**config.mk**
```make
export PLATFORM = sky130hd
export DESIGN_NAME = fully_assoc_cache_fifo_lru_flat
export DESIGN_NICKNAME = d
export VERILOG_FILES = /design/src/hw/rtl/fac_pkg.sv /design/src/hw/rtl/fac_in_if.sv /design/src/hw/rtl/fac_out_if.sv /design/src/hw/rtl/fac_cell.sv /design/src/hw/rtl/fully_assoc_cache_fifo_lru.sv /design/src/flat_wrapper.sv
export SDC_FILE = /design/constraint.sdc
export NUM_CORES = 1
export LEC_CHECK = 0
export BUFFER_PORTS_ARGS = -buffer_cell sky130_fd_sc_hd__buf_2
export CORE_AREA = 3 3 259 261
export CTS_BUF_LIST = sky130_fd_sc_hd__clkbuf_2
export DETAILED_ROUTE_END_ITERATION = 8
export DIE_AREA = 0 0 262 264
export GPL_ROUTABILITY_DRIVEN = 1
export PLACE_DENSITY = 0.81
export SYNTH_ARGS = -nofsm -noshare
export SYNTH_HDL_FRONTEND = slang
export SYNTH_HIERARCHICAL = 1
export SYNTH_SLANG_ARGS = --single-unit
```
**constraint.sdc**
```tcl
create_clock -name clk -period 5.2 [get_ports clk]
set_clock_uncertainty 0.05 [all_clocks]
set_input_delay 0.78 -clock clk [delete_from_list [all_inputs] [get_ports clk]]
set_output_delay 0.78 -clock clk [all_outputs]
set_load 0.01 [all_outputs]
```
**src/hw/rtl/fac_pkg.sv**
```systemverilog
package fac_pkg;

    localparam int MAX_LINES = 16;
    localparam int LINE_W    = $clog2(MAX_LINES);
    localparam int CNT_W     = $clog2(MAX_LINES + 1);
    localparam int ADDR_W    = 30;
    localparam int OFS_W     = 4;
    localparam int RANK_W    = LINE_W;
    localparam int CFG_IDX_W = 2;
    localparam int CFG_DAT_W = 5;

    // configuration register indexes
    localparam logic [CFG_IDX_W-1:0] CFG_POLICY = 2'd0;
    localparam logic [CFG_IDX_W-1:0] CFG_OFFSET = 2'd1;
    localparam logic [CFG_IDX_W-1:0] CFG_LINES  = 2'd2;

    // replacement policy codes
    localparam logic POLICY_FIFO = 1'b0;
    localparam logic POLICY_LRU  = 1'b1;

    // broadcast update to every line cell
    typedef struct packed {
        logic              touch;
        logic              fill;
        logic [LINE_W-1:0] line;
        logic              old_valid;
        logic [RANK_W-1:0] old_rank;
        logic [ADDR_W-1:0] tag;
    } fac_upd_t;

    // running victim candidate handed along the cell row
    typedef struct packed {
        logic [RANK_W-1:0] rank;
        logic [LINE_W-1:0] idx;
    } fac_best_t;

    typedef enum logic [4:0] {
        ST_IDLE   = 5'b00001,
        ST_LOOK   = 5'b00010,
        ST_DECIDE = 5'b00100,
        ST_SCAN   = 5'b01000,
        ST_DONE   = 5'b10000
    } fac_state_t;

endpackage

```
**src/hw/rtl/fac_in_if.sv**
```systemverilog
interface fac_in_if;
    import fac_pkg::*;

    logic              valid;
    logic              ready;
    logic [ADDR_W-1:0] word_address;

    modport source (output valid, output word_address, input ready);
    modport sink   (input valid, input word_address, output ready);
endinterface

```
**src/hw/rtl/fac_out_if.sv**
```systemverilog
interface fac_out_if;
    import fac_pkg::*;

    logic              valid;
    logic              ready;
    logic              hit;
    logic [LINE_W-1:0] line_index;

    modport source (output valid, output hit, output line_index, input ready);
    modport sink   (input valid, input hit, input line_index, output ready);
endinterface

```
**src/hw/rtl/fac_cell.sv**
```systemverilog
module fac_cell (
    input  logic                          clk,
    input  logic                          rst_n,
    input  logic [fac_pkg::LINE_W-1:0]    cell_idx,
    input  logic                          active,
    input  logic [fac_pkg::ADDR_W-1:0]    cmp_tag,
    input  fac_pkg::fac_upd_t             upd,
    input  fac_pkg::fac_best_t            best_in,
    output fac_pkg::fac_best_t            best_out,
    output logic                          match,
    output logic                          valid,
    output logic [fac_pkg::RANK_W-1:0]    rank
);
    import fac_pkg::*;

    logic              valid_reg;
    logic              valid_next;
    logic [ADDR_W-1:0] tag_reg;
    logic [ADDR_W-1:0] tag_next;
    logic [RANK_W-1:0] rank_reg;
    logic [RANK_W-1:0] rank_next;
    fac_best_t         best_reg;
    fac_best_t         best_next;
    logic              self_sel;

    assign self_sel = (upd.line == cell_idx);

    // tag compare for this line
    assign match = valid_reg && active && (tag_reg == cmp_tag);
    assign valid = valid_reg;
    assign rank  = rank_reg;

    // fill and recency update
    always_comb
    begin
        valid_next = valid_reg;
        tag_next   = tag_reg;
        rank_next  = rank_reg;
        if (upd.touch || upd.fill)
        begin
            if (self_sel)
            begin
                rank_next = '0;
            end
            else if (active && valid_reg && (!upd.old_valid || rank_reg < upd.old_rank))
            begin
                rank_next = rank_reg + 1'b1;
            end
        end
        if (upd.fill && self_sel)
        begin
            tag_next   = upd.tag;
            valid_next = 1'b1;
        end
    end

    // oldest line so far, lowest index wins ties
    always_comb
    begin
        if (rank_reg > best_in.rank)
        begin
            best_next.rank = rank_reg;
            best_next.idx  = cell_idx;
        end
        else
        begin
            best_next = best_in;
        end
    end

    assign best_out = best_reg;

    always_ff @(posedge clk or negedge rst_n)
    begin
        if (!rst_n)
        begin
            valid_reg <= 1'b0;
        end
        else
        begin
            valid_reg <= valid_next;
        end
    end

    always_ff @(posedge clk)
    begin
        tag_reg  <= tag_next;
        rank_reg <= rank_next;
        best_reg <= best_next;
    end

endmodule

```
**src/hw/rtl/fully_assoc_cache_fifo_lru.sv**
```systemverilog
// Fully associative tag directory of 16 lines with FIFO or LRU replacement.
// Each request carries a word address; the address is shifted right by the
// block offset and compared against every valid active line in parallel.
// One response per request gives the hit flag and the line that hit or was
// filled. After a request is accepted it passes through the tag compare,
// the decision and the result stage, and its response is then offered from
// the output register. An LRU miss with every active line full adds a scan
// over every active line (lines_reg clamped to 1..16) while the candidate
// victim ripples one cell per cycle down the row of line cells. A new
// request is taken once the previous result has moved into the output
// register, while its response may still be waiting there; a response held
// by the sink stalls the next request. Configuration must be written only
// while the block is idle; the block itself does not enforce this.
module fully_assoc_cache_fifo_lru (
    input  logic                             clk,
    input  logic                             rst_n,
    input  logic                             cfg_we,
    input  logic [fac_pkg::CFG_IDX_W-1:0]    cfg_index,
    input  logic [fac_pkg::CFG_DAT_W-1:0]    cfg_data,
    fac_in_if.sink                           req,
    fac_out_if.source                        rsp
);
    import fac_pkg::*;

    // configuration
    logic              policy_reg;
    logic [OFS_W-1:0]  offset_reg;
    logic [CNT_W-1:0]  lines_reg;
    logic [CNT_W-1:0]  n_act;

    // control
    fac_state_t        state_reg;
    fac_state_t        state_next;
    logic [CNT_W-1:0]  fp_reg;
    logic [CNT_W-1:0]  fp_next;
    logic [CNT_W-1:0]  cnt_reg;
    logic [CNT_W-1:0]  cnt_next;
    logic [CNT_W:0]    fp_inc;

    // request tag and lookup results
    logic [ADDR_W-1:0] tag_reg;
    logic              hit_reg;
    logic [LINE_W-1:0] hit_line_reg;
    logic              inv_found_reg;
    logic [LINE_W-1:0] inv_line_reg;
    logic              hit_any;
    logic [LINE_W-1:0] hit_idx;
    logic              inv_any;
    logic [LINE_W-1:0] inv_idx;

    // result stage and output register
    logic              res_hit_reg;
    logic              res_hit_next;
    logic [LINE_W-1:0] res_line_reg;
    logic [LINE_W-1:0] res_line_next;
    logic              out_valid_reg;
    logic              out_hit_reg;
    logic [LINE_W-1:0] out_line_reg;
    logic              out_load;

    // cell row
    logic [MAX_LINES-1:0] active_vec;
    logic [MAX_LINES-1:0] match_vec;
    logic [MAX_LINES-1:0] valid_vec;
    logic [RANK_W-1:0]    rank_arr   [MAX_LINES];
    fac_best_t            best_chain [MAX_LINES+1];
    fac_upd_t             upd;

    // active line count clamped to 1..MAX_LINES
    always_comb
    begin
        if (lines_reg == '0)
        begin
            n_act = CNT_W'(1);
        end
        else if (lines_reg > CNT_W'(MAX_LINES))
        begin
            n_act = CNT_W'(MAX_LINES);
        end
        else
        begin
            n_act = lines_reg;
        end
    end

    // configuration writes
    always_ff @(posedge clk or negedge rst_n)
    begin
        if (!rst_n)
        begin
            policy_reg <= POLICY_FIFO;
            offset_reg <= OFS_W'(2);
            lines_reg  <= CNT_W'(MAX_LINES);
        end
        else if (cfg_we)
        begin
            unique case (cfg_index)
                CFG_POLICY: policy_reg <= cfg_data[0];
                CFG_OFFSET: offset_reg <= cfg_data[OFS_W-1:0];
                CFG_LINES:  lines_reg  <= cfg_data[CNT_W-1:0];
                default:    ;
            endcase
        end
    end

    // line cells
    assign best_chain[0] = '{rank: '0, idx: '0};

    genvar g;
    generate
        for (g = 0; g < MAX_LINES; g++)
        begin : g_cell
            assign active_vec[g] = (CNT_W'(g) < n_act);

            fac_cell u_cell (
                .clk      (clk),
                .rst_n    (rst_n),
                .cell_idx (LINE_W'(g)),
                .active   (active_vec[g]),
                .cmp_tag  (tag_reg),
                .upd      (upd),
                .best_in  (best_chain[g]),
                .best_out (best_chain[g+1]),
                .match    (match_vec[g]),
                .valid    (valid_vec[g]),
                .rank     (rank_arr[g])
            );
        end
    endgenerate

    // lowest matching line and lowest empty active line
    always_comb
    begin
        hit_any = 1'b0;
        hit_idx = '0;
        inv_any = 1'b0;
        inv_idx = '0;
        for (int i = MAX_LINES - 1; i >= 0; i--)
        begin
            if (match_vec[i])
            begin
                hit_any = 1'b1;
                hit_idx = LINE_W'(i);
            end
            if (active_vec[i] && !valid_vec[i])
            begin
                inv_any = 1'b1;
                inv_idx = LINE_W'(i);
            end
        end
    end

    // round-robin pointer advance
    assign fp_inc = {1'b0, fp_reg} + 1'b1;

    // sequencer and update command
    always_comb
    begin
        state_next    = state_reg;
        fp_next       = fp_reg;
        cnt_next      = cnt_reg;
        res_hit_next  = res_hit_reg;
        res_line_next = res_line_reg;
        out_load      = 1'b0;
        upd.touch     = 1'b0;
        upd.fill      = 1'b0;
        upd.line      = '0;
        upd.tag       = tag_reg;

        unique case (state_reg)
            ST_IDLE:
            begin
                if (req.valid)
                begin
                    state_next = ST_LOOK;
                end
            end
            ST_LOOK:
            begin
                state_next = ST_DECIDE;
            end
            ST_DECIDE:
            begin
                res_hit_next = hit_reg;
                state_next   = ST_DONE;
                if (policy_reg == POLICY_FIFO)
                begin
                    if (hit_reg)
                    begin
                        res_line_next = hit_line_reg;
                    end
                    else
                    begin
                        if (fp_inc < {1'b0, n_act})
                        begin
                            fp_next = fp_inc[CNT_W-1:0];
                        end
                        else
                        begin
                            fp_next = '0;
                        end
                        res_line_next = fp_next[LINE_W-1:0];
                        upd.fill      = 1'b1;
                        upd.line      = fp_next[LINE_W-1:0];
                    end
                end
                else if (hit_reg)
                begin
                    res_line_next = hit_line_reg;
                    upd.touch     = 1'b1;
                    upd.line      = hit_line_reg;
                end
                else if (inv_found_reg)
                begin
                    res_line_next = inv_line_reg;
                    fp_next       = CNT_W'(inv_line_reg) + 1'b1;
                    upd.fill      = 1'b1;
                    upd.line      = inv_line_reg;
                end
                else
                begin
                    cnt_next   = '0;
                    state_next = ST_SCAN;
                end
            end
            ST_SCAN:
            begin
                if (cnt_reg == n_act - 1'b1)
                begin
                    res_line_next = best_chain[n_act].idx;
                    upd.fill      = 1'b1;
                    upd.line      = best_chain[n_act].idx;
                    state_next    = ST_DONE;
                end
                else
                begin
                    cnt_next = cnt_reg + 1'b1;
                end
            end
            ST_DONE:
            begin
                if (!out_valid_reg || rsp.ready)
                begin
                    out_load   = 1'b1;
                    state_next = ST_IDLE;
                end
            end
            default:
            begin
                state_next = ST_IDLE;
            end
        endcase

        upd.old_valid = valid_vec[upd.line];
        upd.old_rank  = rank_arr[upd.line];
    end

    always_ff @(posedge clk or negedge rst_n)
    begin
        if (!rst_n)
        begin
            state_reg     <= ST_IDLE;
            fp_reg        <= '0;
            cnt_reg       <= '0;
            out_valid_reg <= 1'b0;
        end
        else
        begin
            state_reg <= state_next;
            fp_reg    <= fp_next;
            cnt_reg   <= cnt_next;
            if (out_load)
            begin
                out_valid_reg <= 1'b1;
            end
            else if (rsp.ready)
            begin
                out_valid_reg <= 1'b0;
            end
        end
    end

    // datapath registers
    always_ff @(posedge clk)
    begin
        if (state_reg == ST_IDLE && req.valid)
        begin
            tag_reg <= req.word_address >> offset_reg;
        end
        if (state_reg == ST_LOOK)
        begin
            hit_reg       <= hit_any;
            hit_line_reg  <= hit_idx;
            inv_found_reg <= inv_any;
            inv_line_reg  <= inv_idx;
        end
        res_hit_reg  <= res_hit_next;
        res_line_reg <= res_line_next;
        if (out_load)
        begin
            out_hit_reg  <= res_hit_reg;
            out_line_reg <= res_line_reg;
        end
    end

    // ports
    assign req.ready      = (state_reg == ST_IDLE);
    assign rsp.valid      = out_valid_reg;
    assign rsp.hit        = out_hit_reg;
    assign rsp.line_index = out_line_reg;

    // a reported hit names a valid line
    a_hit_line_valid: assert property (@(posedge clk) disable iff (!rst_n)
        (state_reg == ST_DONE && res_hit_reg) |-> valid_vec[res_line_reg])
        else $error("hit response names an empty line");

    // a filled line is valid and most recent afterwards
    a_fill_most_recent: assert property (@(posedge clk) disable iff (!rst_n)
        upd.fill |=> (valid_vec[$past(upd.line)] && rank_arr[$past(upd.line)] == '0))
        else $error("filled line not valid or not most recent");

    // victim scan never runs past the active lines
    a_scan_bound: assert property (@(posedge clk) disable iff (!rst_n)
        (state_reg == ST_SCAN) |-> (cnt_reg < n_act))
        else $error("victim scan count out of range");

    // the response line lies within the active lines
    a_line_active: assert property (@(posedge clk) disable iff (!rst_n)
        (state_reg == ST_DONE) |-> (CNT_W'(res_line_reg) < n_act))
        else $error("response line outside active lines");

endmodule

```
**src/flat_wrapper.sv**
```systemverilog
// flat-port wrapper written by rule: the top's interface ports become plain ports
module fully_assoc_cache_fifo_lru_flat import fac_pkg::*;
  (clk, rst_n, cfg_we, cfg_index, cfg_data, req_valid, req_word_address, req_ready, rsp_valid, rsp_hit, rsp_line_index, rsp_ready);
  fac_in_if req_i ();
  fac_out_if rsp_i ();
  input  logic clk;
  input  logic rst_n;
  input  logic cfg_we;
  input  logic [fac_pkg::CFG_IDX_W-1:0] cfg_index;
  input  logic [fac_pkg::CFG_DAT_W-1:0] cfg_data;
  input wire logic [$bits(req_i.valid)-1:0] req_valid;
  input wire logic [$bits(req_i.word_address)-1:0] req_word_address;
  output wire logic [$bits(req_i.ready)-1:0] req_ready;
  output wire logic [$bits(rsp_i.valid)-1:0] rsp_valid;
  output wire logic [$bits(rsp_i.hit)-1:0] rsp_hit;
  output wire logic [$bits(rsp_i.line_index)-1:0] rsp_line_index;
  input wire logic [$bits(rsp_i.ready)-1:0] rsp_ready;
  assign req_i.valid = req_valid;
  assign req_i.word_address = req_word_address;
  assign req_ready = req_i.ready;
  assign rsp_valid = rsp_i.valid;
  assign rsp_hit = rsp_i.hit;
  assign rsp_line_index = rsp_i.line_index;
  assign rsp_i.ready = rsp_ready;
  fully_assoc_cache_fifo_lru u_core (.clk(clk), .rst_n(rst_n), .cfg_we(cfg_we), .cfg_index(cfg_index), .cfg_data(cfg_data), .req(req_i), .rsp(rsp_i));
endmodule
```
Yosys cells after proc, flatten, opt, wreduce, memory -nomap -nowiden
Index checks and enable logic that the tools add are counted.
Widths: inputs -> output; s select.
{ "op_classes": {"add_sub_neg": 20, "order_cmp": 53, "n_eq_ne": 48, "shifts": 1, "mux": 110, "bitwise": 3, "n_reduce_logical": 169} }
{ "ops": {"columns": ["cell", "count"], "rows": [
  ["$eq 30x30->1", 16],
  ["$mux 4", 42],
  ["$mux 8", 15],
  ["$mux 5", 21],
  ["$logic_and 1x1->1", 81],
  ["$add 4x1->4 const B", 16],
  ["$lt 4x4->1", 16],
  ["$gt 4x4->1", 15],
  ["$bmux 8 s5", 1],
  ["$lt 4x5->1 const A", 8],
  ["$reduce_and 2->1", 19],
  ["$reduce_bool 2->1", 18],
  ["$eq 4x4->1 const B", 8],
  ["$reduce_or 15->1", 2],
  ["$shr 30x4->30", 1],
  ["$pmux 5 s5", 1],
  ["$mux 3", 8],
  ["$lt 3x5->1 const A", 4],
  ["$pmux 5 s2", 2],
  ["$logic_not 1->1", 18],
  ["$logic_or 1x1->1", 18],
  ["$bmux 4 s4", 1],
  ["$eq 4x3->1 const B", 4],
  ["$reduce_or 8->1", 2],
  ["other kinds (39)", 67]
]} }
{ "totals": {"regBits": 764, "input_bits": 42, "out_inout_bits": 7, "word_cells": 506} }

Longest topological paths before layout
Gate-level depths: netlist of run 1.
{ "depth": {"word_depth": 21, "depth_mapped": 22, "depth_no_buf": 19} }

Modules after synthesis
The synthesis of run 1 kept the hierarchy.
{ "modules_own_cells": {"columns": ["module", "n_inst", "cells_each", "area_per_inst_um2", "seq_area_each_um2"], "rows": [
  ["fac_cell (u_core.g_cell[0].u_cell ...)", 15, 136, 1969.4, 1206.2],
  ["fully_assoc_cache_fifo_lru", 1, 702, 6416.2, 2155.8],
  ["fac_cell (u_core.g_cell[2].u_cell)", 1, 169, 2129.5, 1206.2]
]} }

Worst setup path before layout of run 1
Ideal clock, no wire load.
{ "synth_timing": {"kind": "reg-to-reg", "from": "reg u_core.lines_reg[4]", "to": "reg u_core.g_cell[0].u_cell.rank_reg[0], enable pin", "setup_time_ns": 0.339, "arrival_time_ns": 5.227, "required_time_ns": 4.811, "slack_ns": -0.417, "path_stages_with_launch": 19, "path_buffers": 3, "synth_period_minus_slack_ns": 5.617, "path_cell_list": "dfstp_2 -> buf_2 -> nand2b_1 -> clkbuf_1 -> ha_1 -> mux2i_1 -> xor2_1 -> nand3_1 -> or4_1 -> buf_2 -> o21ai_1 -> nor2b_1 -> a22oi_1 -> nand2_1 -> inv_1 -> ha_1 -> a211oi_1 -> o21ai_0 -> a21oi_1"} }
{ "synth_rtl": {"columns": ["item", "line_no", "source"], "rows": [
  ["from (decl)", "fully_assoc_cache_fifo_lru.sv:28", "logic [CNT_W-1:0] lines_reg;"],
  ["from (signal assigned)", "fully_assoc_cache_fifo_lru.sv:93", "lines_reg <= CNT_W'(MAX_LINES);"],
  ["from (signal assigned)", "fully_assoc_cache_fifo_lru.sv:100", "CFG_LINES: lines_reg <= cfg_data[CNT_W-1:0];"],
  ["to (signal assigned)", "fac_cell.sv:88", "rank_reg <= rank_next;"],
  ["to (decl)", "fac_cell.sv:20", "logic [RANK_W-1:0] rank_reg;"]
]} }

==> impl_metrics.csv, run 1 <==
group,metric,value,unit
outcome,status,"complete, no violations",
sta,finalCritPeriodShare,97.5,%
worst_setup_path,critPathCaptureType,"register",
worst_setup_path,arrival,6040,ps
drt,route.detailed.drc,0,
cells_and_area,stdcell_area,0.0429,mm2
power_and_ir_drop,power_frac_comb,29.7,%
die,rows,93,
sta,drv_slew,0,
place,dpl.cell_count,4016,
die,initial_core_util,58.7,%
cells_and_area,largest_reg_flops,480,
clock_network,clock_sinks,760,
cells_and_area,layoutNonFillerInstCount,4421,
power_and_ir_drop,ir_worst_vdd,0.308,mV
global_route,grt_pass1_vias,25800,
global_route,grt_pass1_wl,142000,um
drt,first_iter_violations,1944,
sta,fin_hold_ws,173,ps
synth,syn_area,0.0380,mm2
worst_hold_path,hold_depth,3,
power_and_ir_drop,power_density,399,mW/mm2
place,post-dp-hpwl,64000,um
drt,drtPass1Iterations,5,
drt,wl,91800,um
power_and_ir_drop,power_frac_clock,22.5,%
drt,drtAntennaViolNets,0,
clock_network,cts_root_buf,"clkbuf_2",
power_and_ir_drop,internal_power,0.0111,W
worst_setup_path,worstPathRequired,6170,ps
run,drv_cap,0,
worst_setup_path,r2r_cells,19,
cells_and_area,final_net_count,3591,
drt,routedWlPerCell,20.8,um
synth,synth_warnings,6,
die,die_x,262,um
die,dieArea,0.0692,mm2
die,core_area,0.0647,mm2
cells_and_area,fillers,4663,
worst_setup_path,cp_max_fo,34,
power_and_ir_drop,p_leak,16.3,nW
power_and_ir_drop,swShare,35.1,%
die,ios,49,
sta,period_minus_slack,5070,ps
synth,syn_area_per_cell,13.1,um2
place,port_buffers,48,
worst_hold_path,hold_class,"in2reg",
clock_network,clockBufferDepth,3,
sta,finalHoldViolCount,0,
synth,synthCells,2903,
global_route,grt.total_usage,26.6,%
global_route,gr-total-overflow,0,
cells_and_area,drive_gt1_share,18.8,%
power_and_ir_drop,total_power,0.0171,W
global_route,grt_max_degree,46,
clock_network,clkLatencyLatePin,1390,ps
cells_and_area,syn_to_final_growth,13.1,%
place,place_area,0.0405,mm2
power_and_ir_drop,p_switching,0.00602,W
sta,max_freq,0.197,GHz
clock_network,clk_pin_slew,120,ps
sta,slew_headroom,31.4,%
clock_network,htree_levels,4,
clock_network,cts_made_buffers,183,
place,gp_congestion,0.897,
sta,setup_violations,0,
global_route,antenna_found_initial,6,
drt,post_drt_via_cell_ratio,5.70,
sta,tightestPinTransition,1030,ps
power_and_ir_drop,seqPwrFrac,47.8,%
worst_setup_path,crit_type,"reg2reg",
clock_network,cts_tree,"done",
die,fp.dieH,264,um
worst_setup_path,startpoint_type,"register",
drt,vias,25200,
[metrics by stage]
stage / TNS [ps] / setup WS (ps) / util (%)
6_report: 0 / 132 / 66.4
5_1_grt: -43.8 / -13.7 / 66.4
4_1_cts: 0 / 28.9 / 66.0
3_5_place_dp: -216 / -30.3 / 62.5
3_3_place_gp: 0 / 227 / 62.5
2_1_floorplan: 0 / 32.5 / -
[area by class of cell]
type                    instances  area (um2)  area share, %
diodes                          7        17.5         0.0408
clock buffers                 268        1340           3.12
clock inverters                64         337          0.784
inverters                     168         631           1.47
multi-input cells            2072       16400           38.2
flip-flops and latches        760       21400           49.8
well taps                     855        1070           2.49
repair buffers                227        1790           4.16
[final timing paths]
check	start	endpoint	slack [ps]
hold / removal	cfg_data[4]	u_core/lines_reg[4]$_DFFE_PN1P_	170
min in group asynchronous	rst_n	u_core/g_cell[0].u_cell/valid$_DFFE_PN0P_	410
max in group asynchronous	rst_n	u_core/fp_reg[0]$_DFFE_PN0P_	4170
setup / recovery	u_core/lines_reg[2]$_DFFE_PN0P_	u_core/g_cell[7].u_cell/rank[3]$_SDFFCE_PN0P_	130
hold reg to reg	u_core/res_line_reg[3]$_DFFE_PP_	u_core/rsp.line_index[3]$_DFFE_PP_	380
setup reg to reg	u_core/lines_reg[2]$_DFFE_PN0P_	u_core/g_cell[7].u_cell/rank[3]$_SDFFCE_PN0P_	130
[worst max-delay path: stages (launching register included)]
cell and delay (ps):
dfrtp_1 380, buf_4 150, buf_4 390, o21bai_1 270, o2bb2ai_1 200, a31oi_1 160, o311ai_0 160, a311oi_1 750
o21bai_4 220, buf_12 220, mux2i_1 130, mux2i_1 240, a22oi_1 110, nand2_1 90, buf_4 180, inv_1 60
ha_1 210, a211oi_1 270, o21ai_0 130, a21oi_1 340
[routing by layer]
metal	routed length, um	part of all wire, %	track usage (%)	vias up
li1	-	-	-	11600
met5	36	0.039	0	-
met1	36600	40	32.9	12500
met3	5290	5.8	4.92	223
met2	45900	50	44.5	895
met4	4060	4.4	13.5	6
[repair_timing]
action	CTS	global route
cloned	0	1
hold endpoints to repair	108	0
setup buffers	0	10
pin swaps	0	4
resized for setup	3	21
endpoints found under the setup margin	47	195
hold buffers	55	0
[power by group through the flow]
stage	sequential, W	clock (W)	combinational (W)
floorplan	0.00833	0	0.00321
CTS	0.00818	0.00397	0.00502
finish	0.00818	0.00385	0.00509
global route	0.00826	0.00427	0.00548
global placement	0.00827	0	0.00466
detailed placement	0.00831	0	0.00488
[cell usage in the layout (no fill, tap or decap), types with 9 or more instances in the layout]
cell type,instances
nand3_1,26
o2111ai_1,9
dfxtp_1,124
dlygate4sd3_1,54
o22ai_1,10
nand2_1,85
a211oi_1,28
buf_4,120
a21oi_2,15
o21ai_0,75
mux2i_1,99
mux4_2,17
inv_1,164
nand2b_1,24
a21oi_1,61
nor2b_1,30
nor4_1,99
o31ai_1,18
or2_2,17
mux2_1,42
nor4_4,16
xnor2_1,198
buf_2,48
a31oi_1,12
a22oi_1,11
nand4_1,83
a2111oi_4,16
dfrtp_1,38
ha_1,137
xor2_1,390
clkbuf_2,268
mux2_2,90
nor2_1,187
edfxtp_1,594
nor3_4,15
clkinv_1,45
conb_1,145
nor3_1,16
and2_1,24
No activity file was read; power rests on OpenSTA's default activity.
==> run 2: changes to the inputs <==
--- a/config.mk
+++ b/config.mk
@@ -6,12 +6,12 @@
 export NUM_CORES = 1
 export LEC_CHECK = 0
 export BUFFER_PORTS_ARGS = -buffer_cell sky130_fd_sc_hd__buf_2
-export CORE_AREA = 3 3 259 261
+export CORE_AREA = 3 3 361 363
 export CTS_BUF_LIST = sky130_fd_sc_hd__clkbuf_2
 export DETAILED_ROUTE_END_ITERATION = 8
-export DIE_AREA = 0 0 262 264
+export DIE_AREA = 0 0 364 366
 export GPL_ROUTABILITY_DRIVEN = 1
-export PLACE_DENSITY = 0.81
+export PLACE_DENSITY = 0.48
 export SYNTH_ARGS = -nofsm -noshare
 export SYNTH_HDL_FRONTEND = slang
 export SYNTH_HIERARCHICAL = 1
==> run 2 against run 1 <==
Cell count grew 21%; non-clock buffer count increased by 89; first-iteration DRC count down 18%; fmax increased by 2.9%; combinational power is 3% higher; worst setup slack improved by 140 ps; sequential share of layout area down 2.3 points; critical endpoint is now u_core/g_cell[14].u_cell/rank[1]$_SDFFCE_PN0P_; highest routed layer is now met4.
==> impl_metrics.csv, run 2 (synthesis gave the netlist of run 1 again) <==
group,metric,value,unit
clock_network,clock_sinks,760,
run,drv_cap,0,
global_route,gr-total-overflow,0,
global_route,use_met1,21.3,%
worst_setup_path,startpoint_type,"register",
die,die_x,364,um
power_and_ir_drop,power_frac_clock,23.3,%
worst_setup_path,arrival,6040,ps
global_route,grt.total_usage,14.7,%
place,post-dp-hpwl,69600,um
clock_network,cts_root_buf,"clkbuf_2",
die,fp.dieH,366,um
global_route,grt_max_degree,46,
drt,wl,97800,um
power_and_ir_drop,p_switching,0.00613,W
die,initial_core_util,29.8,%
cells_and_area,final_net_count,3694,
worst_setup_path,worstPathRequired,6310,ps
die,ios,49,
sta,period_minus_slack,4920,ps
clock_network,clk_pin_slew,110,ps
power_and_ir_drop,ir_worst_vdd,0.197,mV
worst_setup_path,path_delay_family,"simple AND/OR/NAND/NOR gates",
worst_setup_path,critPathSlowestCell,"or4_4",
sta,finalCritPeriodShare,94.7,%
clock_network,clockBufferDepth,3,
power_and_ir_drop,internal_power,0.0114,W
sta,slew_headroom,31.8,%
worst_setup_path,worst_path_most_repeated_cell,"buf_4",
sta,tightestPinTransition,1020,ps
sta,setup_violations,0,
clock_network,cts_made_buffers,197,
worst_setup_path,cp_max_fo,10,
die,dieArea,0.133,mm2
clock_network,clkLatencyLatePin,1510,ps
cells_and_area,largest_reg_flops,480,
drt,route.detailed.drc,0,
sta,finalHoldViolCount,0,
drt,drtPass1Iterations,5,
place,preCtsSetupSlack,43.5,ps
global_route,grt_pass1_wl,150000,um
global_route,antenna_found_initial,5,
die,rows,131,
outcome,status,"complete, no violations",
place,port_buffers,48,
power_and_ir_drop,power_density,389,mW/mm2
sta,drv_slew,0,
drt,first_iter_violations,1591,
global_route,grt_pass1_vias,24300,
worst_setup_path,crit_chain,"nor3_2 -> nor2_4 -> nor2_4 -> inv_4 -> ha_2 -> mux2i_2 -> xor2_1 -> nand3_1 -> or4_4 -> buf_4 -> o21bai_4 -> buf_12 -> buf_12 -> mux2i_2 -> a22oi_1 -> nand2_1 -> buf_4 -> inv_1 -> ha_1 -> a211oi_1 -> o21ai_0 -> a21oi_1 -> buf_4",
sta,rsz0062_at_grt,"no",
cells_and_area,final_common_cell,"edfxtp_1",
cells_and_area,drive_gt1_share,19.8,%
cells_and_area,syn_to_final_growth,18.7,%
power_and_ir_drop,swShare,34.9,%
die,core_area,0.127,mm2
power_and_ir_drop,seqPwrFrac,46.9,%
worst_setup_path,crit_type,"reg2reg",
worst_setup_path,cp_slowest_stage_delay,560,ps
sta,fin_hold_ws,341,ps
cells_and_area,fillers,12600,
global_route,use_met3,2.82,%
worst_setup_path,critPathCaptureType,"register",
worst_hold_path,hold_class,"in2reg",
drt,vias,24200,
global_route,busiest_layer,"met2",
power_and_ir_drop,power_frac_comb,29.8,%
sta,max_freq,0.203,GHz
drt,routedWlPerCell,18.4,um
drt,drtAntennaViolNets,0,
power_and_ir_drop,p_leak,16.9,nW
worst_setup_path,crit_buf_inv,7,
cells_and_area,layout_common_cells,"594 x edfxtp_1, 390 x xor2_1, 279 x clkbuf_2",
drt,post_drt_via_cell_ratio,4.54,
clock_network,htree_levels,4,
sta,fin_tns_setup,0,ps
sta,postLayoutSetupSlackWorst,276,ps
clock_network,cts_tree,"done",
global_route,gr-usage-met2,22.2,%
place,gp_congestion,0.786,
==> run 2: what timing repair did <==
item                                    CTS  global route
pin swaps                                 0             6
endpoints found under the setup margin    8           202
buffers inserted                          0            12
gates cloned                              0             1
hold endpoints to repair                121             0
hold buffers                             88             0
gates resized for setup                   2            19
==> run 2: cell type report <==
class,instances,area (um2),share of cell area (%)
Sequential cell,760,21400,47.5
Clock inverter,70,394,0.875
Inverter,168,633,1.41
Clock buffer,279,1400,3.10
Multi-Input combinational cell,2072,16400,36.3
Tap cell,1662,2080,4.62
Antenna cell,1,2.50,0.00555
Timing Repair Buffer,316,2810,6.24
==> run 2: worst register-to-register path, stage by stage (launching register included) <==
cell and delay, ps:
dfrtp_1 420, nor3_2 250, nor2_4 60, nor2_4 190
inv_4 90, ha_2 210, mux2i_2 200, xor2_1 170
nand3_1 100, or4_4 560, buf_4 180, o21bai_4 160
buf_12 160, buf_12 140, mux2i_2 260, a22oi_1 130
nand2_1 110, buf_4 180, inv_1 60, ha_1 280
a211oi_1 190, o21ai_0 150, a21oi_1 170, buf_4 150
==> run 2: worst paths after layout <==
path,startpoint,end,slack [ps],cells after the start
worst max register to register,u_core/lines_reg[1]$_DFFE_PN0P_,u_core/g_cell[14].u_cell/rank[1]$_SDFFCE_PN0P_,280,23
worst max-delay path,u_core/lines_reg[1]$_DFFE_PN0P_,u_core/g_cell[14].u_cell/rank[1]$_SDFFCE_PN0P_,280,23
worst min-delay path,rsp_ready,u_core/rsp.hit$_DFFE_PP_,340,4
max in group asynchronous,rst_n,u_core/g_cell[9].u_cell/valid$_DFFE_PN0P_,4110,4
min in group asynchronous,rst_n,u_core/state_reg[2]$_DFFE_PN0P_,440,4
worst min register to register,u_core/res_line_reg[3]$_DFFE_PP_,u_core/rsp.line_index[3]$_DFFE_PP_,390,0
==> run 2: routing by layer <==
layer | part of all wire (%) | vias to the layer above
met4 | 1.7 | 0
met3 | 4.0 | 128
li1 | - | 11800
met2 | 44 | 459
met1 | 50 | 11800
met5 | 0 | -
==> run 2: power groups by stage <==
| stage | registers [W] | logic [W] | clock network [W] |
|---|---|---|---|
| 3_3_place_gp | 0.00837 | 0.00507 | 0 |
| 6_report | 0.00822 | 0.00523 | 0.00409 |
| 4_1_cts | 0.00823 | 0.00526 | 0.00434 |
| 3_5_place_dp | 0.00836 | 0.00508 | 0 |
| 5_1_grt | 0.00832 | 0.00577 | 0.00463 |
| 2_1_floorplan | 0.00833 | 0.00321 | 0 |
==> run 2: stage by stage <==
step	total power (W)	std cells	instance area (um2)	utilization, %
after floorplan	0.0115	3046	38500	-
after global placement	0.0134	4877	42200	33.1
after detailed placement	0.0134	4877	42200	33.1
after CTS	0.0178	5314	44800	35.2
after global routing	0.0187	5328	45100	35.4
final	0.0175	5328	45100	35.4
==> run 3: changes to the inputs <==
--- a/config.mk
+++ b/config.mk
@@ -5,11 +5,12 @@
 export SDC_FILE = /design/constraint.sdc
 export NUM_CORES = 1
 export LEC_CHECK = 0
+export ABC_AREA = 1
 export BUFFER_PORTS_ARGS = -buffer_cell sky130_fd_sc_hd__buf_2
-export CORE_AREA = 3 3 361 363
+export CORE_AREA = 3 3 372 374
 export CTS_BUF_LIST = sky130_fd_sc_hd__clkbuf_2
 export DETAILED_ROUTE_END_ITERATION = 8
-export DIE_AREA = 0 0 364 366
+export DIE_AREA = 0 0 375 377
 export GPL_ROUTABILITY_DRIVEN = 1
 export PLACE_DENSITY = 0.48
 export SYNTH_ARGS = -nofsm -noshare
==> run 3 against run 2 <==
Worst setup slack improved by 140 ps; sequential share of layout area fell by 1.5 points; via count rose by 24%; flip-flop and latch count did not move; clock power rose by 5%; global-route usage rose by 0.40 points; die area rose by 6.1%; register-to-register slack improved by 140 ps; cell count rose by 29%; critical path type unchanged; highest routed layer unchanged.
==> impl_metrics.csv, run 3 <==
group,metric,value,unit
worst_hold_path,hold_start,"u_core/g_cell[8].u_cell/best_out[5]$_DFF_P_",
synth,syn_area,0.0403,mm2
drt,drtPass1Iterations,5,
sta,rsz0062_at_grt,"no",
worst_setup_path,arrival,5830,ps
global_route,antenna_found_initial,4,
sta,tightestPinTransition,1090,ps
die,ios,49,
drt,post_drt_via_cell_ratio,4.34,
drt,routedWlPerCell,15.7,um
power_and_ir_drop,total_power,0.0197,W
worst_setup_path,crit_type,"reg2reg",
clock_network,cts_made_buffers,198,
synth,synthCells,4450,
cells_and_area,fillers,14000,
power_and_ir_drop,p_leak,20.4,nW
global_route,grt_max_degree,43,
global_route,grt_pass1_wl,166000,um
worst_setup_path,worstPathRequired,6250,ps
clock_network,clock_sinks,760,
sta,period_minus_slack,4780,ps
global_route,gr-total-overflow,0,
sta,finalCritPeriodShare,91.9,%
cells_and_area,largest_reg_flops,480,
global_route,grt_pass1_vias,28300,
die,rows,135,
global_route,grt.total_usage,15.2,%
drt,vias,29900,
drt,first_iter_violations,1829,
outcome,status,"complete, no violations",
die,die_x,375,um
die,dieArea,0.141,mm2
die,initial_core_util,29.8,%
cells_and_area,post-route-util,34.4,%
clock_network,cts_root_buf,"clkbuf_2",
worst_setup_path,startpoint_type,"register",
clock_network,cts_tree,"done",
clock_network,clk_pin_slew,110,ps
die,core_area,0.135,mm2
clock_network,htree_levels,4,
place,preCtsSetupSlack,76.0,ps
worst_setup_path,cp_max_fo,20,
power_and_ir_drop,ir_worst_vdd,0.205,mV
power_and_ir_drop,power_density,423,mW/mm2
cells_and_area,syn_to_final_growth,15.3,%
worst_setup_path,r2r_slack,420,ps
worst_setup_path,startpoint,"u_core/fp_reg[0]$_DFFE_PN0P_",
cells_and_area,drive_gt1_share,13.4,%
cells_and_area,final_common_cell,"nand2_1",
cells_and_area,final_net_count,5130,
place,gp_congestion,0.849,
drt,drtAntennaViolNets,0,
sta,slew_headroom,27.2,%
run,drv_cap,0,
worst_setup_path,critPathCaptureType,"register",
sta,postLayoutSetupSlackWorst,420,ps
place,port_buffers,48,
worst_hold_path,hold_class,"reg2reg",
clock_network,clockBufferDepth,3,
sta,setup_violations,0,
synth,syn_area_per_cell,9.06,um2
place,post-dp-hpwl,76300,um
drt,wl,108000,um
synth,synth_warnings,6,
drt,route.detailed.drc,0,
clock_network,clkLatencyLatePin,1540,ps
die,fp.dieH,377,um
cells_and_area,layout_common_cells,"999 x nand2_1, 717 x inv_1, 594 x edfxtp_1",
worst_setup_path,rr_startpoint,"u_core/fp_reg[0]$_DFFE_PN0P_",
sta,max_freq,0.209,GHz
sta,drv_slew,0,
sta,fin_tns_setup,0,ps
sta,finalHoldViolCount,0,
## run 3: cell types whose count changed in the layout (fill, tap and decap cells not counted), moves of 147 or more
cell	change
xor2_1	-180
inv_1	+553
nor2_1	+290
nand3_1	+147
nand2_1	+914
o21ai_0	+235
## run 3: cell type report
cell class | count | area, um2 | area share [%]
Timing Repair Buffer | 231 | 1850 | 3.97
Sequential cell | 760 | 21400 | 46.0
Antenna cell | 7 | 17.5 | 0.0377
Clock buffer | 298 | 1490 | 3.21
Multi-Input combinational cell | 3033 | 16500 | 35.4
Inverter | 727 | 2730 | 5.87
Clock inverter | 56 | 349 | 0.751
Tap cell | 1781 | 2230 | 4.79
## run 3: critical path, cell delays in order, from the launching register on
cell and delay [ps]:
dfrtp_1 470, ha_1 260, xor2_1 340, ha_1 210
a21oi_1 60, o21ai_0 140, a21oi_1 80, nand4_1 140
nor2_1 60, nor2_1 200, nand2_4 200, inv_2 350
nand3_1 130, nand3_1 80, nand3_1 90, nand2_1 230
buf_4 240, inv_1 60, ha_1 290, nand2_1 70
nand2_1 40, nand2_1 50, nand2_1 40, nand2_1 50
nand2_1 60, a21oi_1 330
## run 3: path summary, 6_finish.rpt
path / end / cells past startpoint
worst max-delay path: u_core/g_cell[4].u_cell/rank[2]$_SDFFCE_PN0P_ / 25
worst min-delay path: u_core/g_cell[9].u_cell/best_out[5]$_DFF_P_ / 2
worst max register to register: u_core/g_cell[4].u_cell/rank[2]$_SDFFCE_PN0P_ / 25
worst min register to register: u_core/g_cell[9].u_cell/best_out[5]$_DFF_P_ / 2
max in group asynchronous: u_core/cnt_reg[4]$_DFFE_PN0P_ / 4
min in group asynchronous: u_core/fp_reg[1]$_DFFE_PN0P_ / 4
## run 3: routing by layer
metal	vias to the layer above	routed length [um]	GRT usage [%]
li1	15300	-	-
met1	13900	53600	21.6
met2	581	47400	23.4
met3	146	4750	2.46
met4	0	2190	4.96
met5	-	0	0
## run 3: what timing repair did
action	4_1_cts	5_1_grt
setup endpoints to repair	4	64
hold buffers	93	0
endpoints found under the hold margin	121	0
gates resized for setup	1	11
setup buffers	0	0
## run 3: through the flow
stage / cells / hold WS, ps / area (um2)
2_1_floorplan: 4589 / 350 / 40900
3_3_place_gp: 6439 / 354 / 43700
3_5_place_dp: 6439 / 357 / 43700
4_1_cts: 6886 / 49.2 / 46500
5_1_grt: 6893 / 199 / 46500
6_report: 6893 / 358 / 46500
## run 3: power by group
part / internal (W) / leakage [nW] / switching, W
logic: 0.00234 / 12.0 / 0.00416
clock network: 0.00167 / 1.41 / 0.00260
registers: 0.00779 / 6.95 / 0.00111
total: 0.0118 / 20.4 / 0.00787
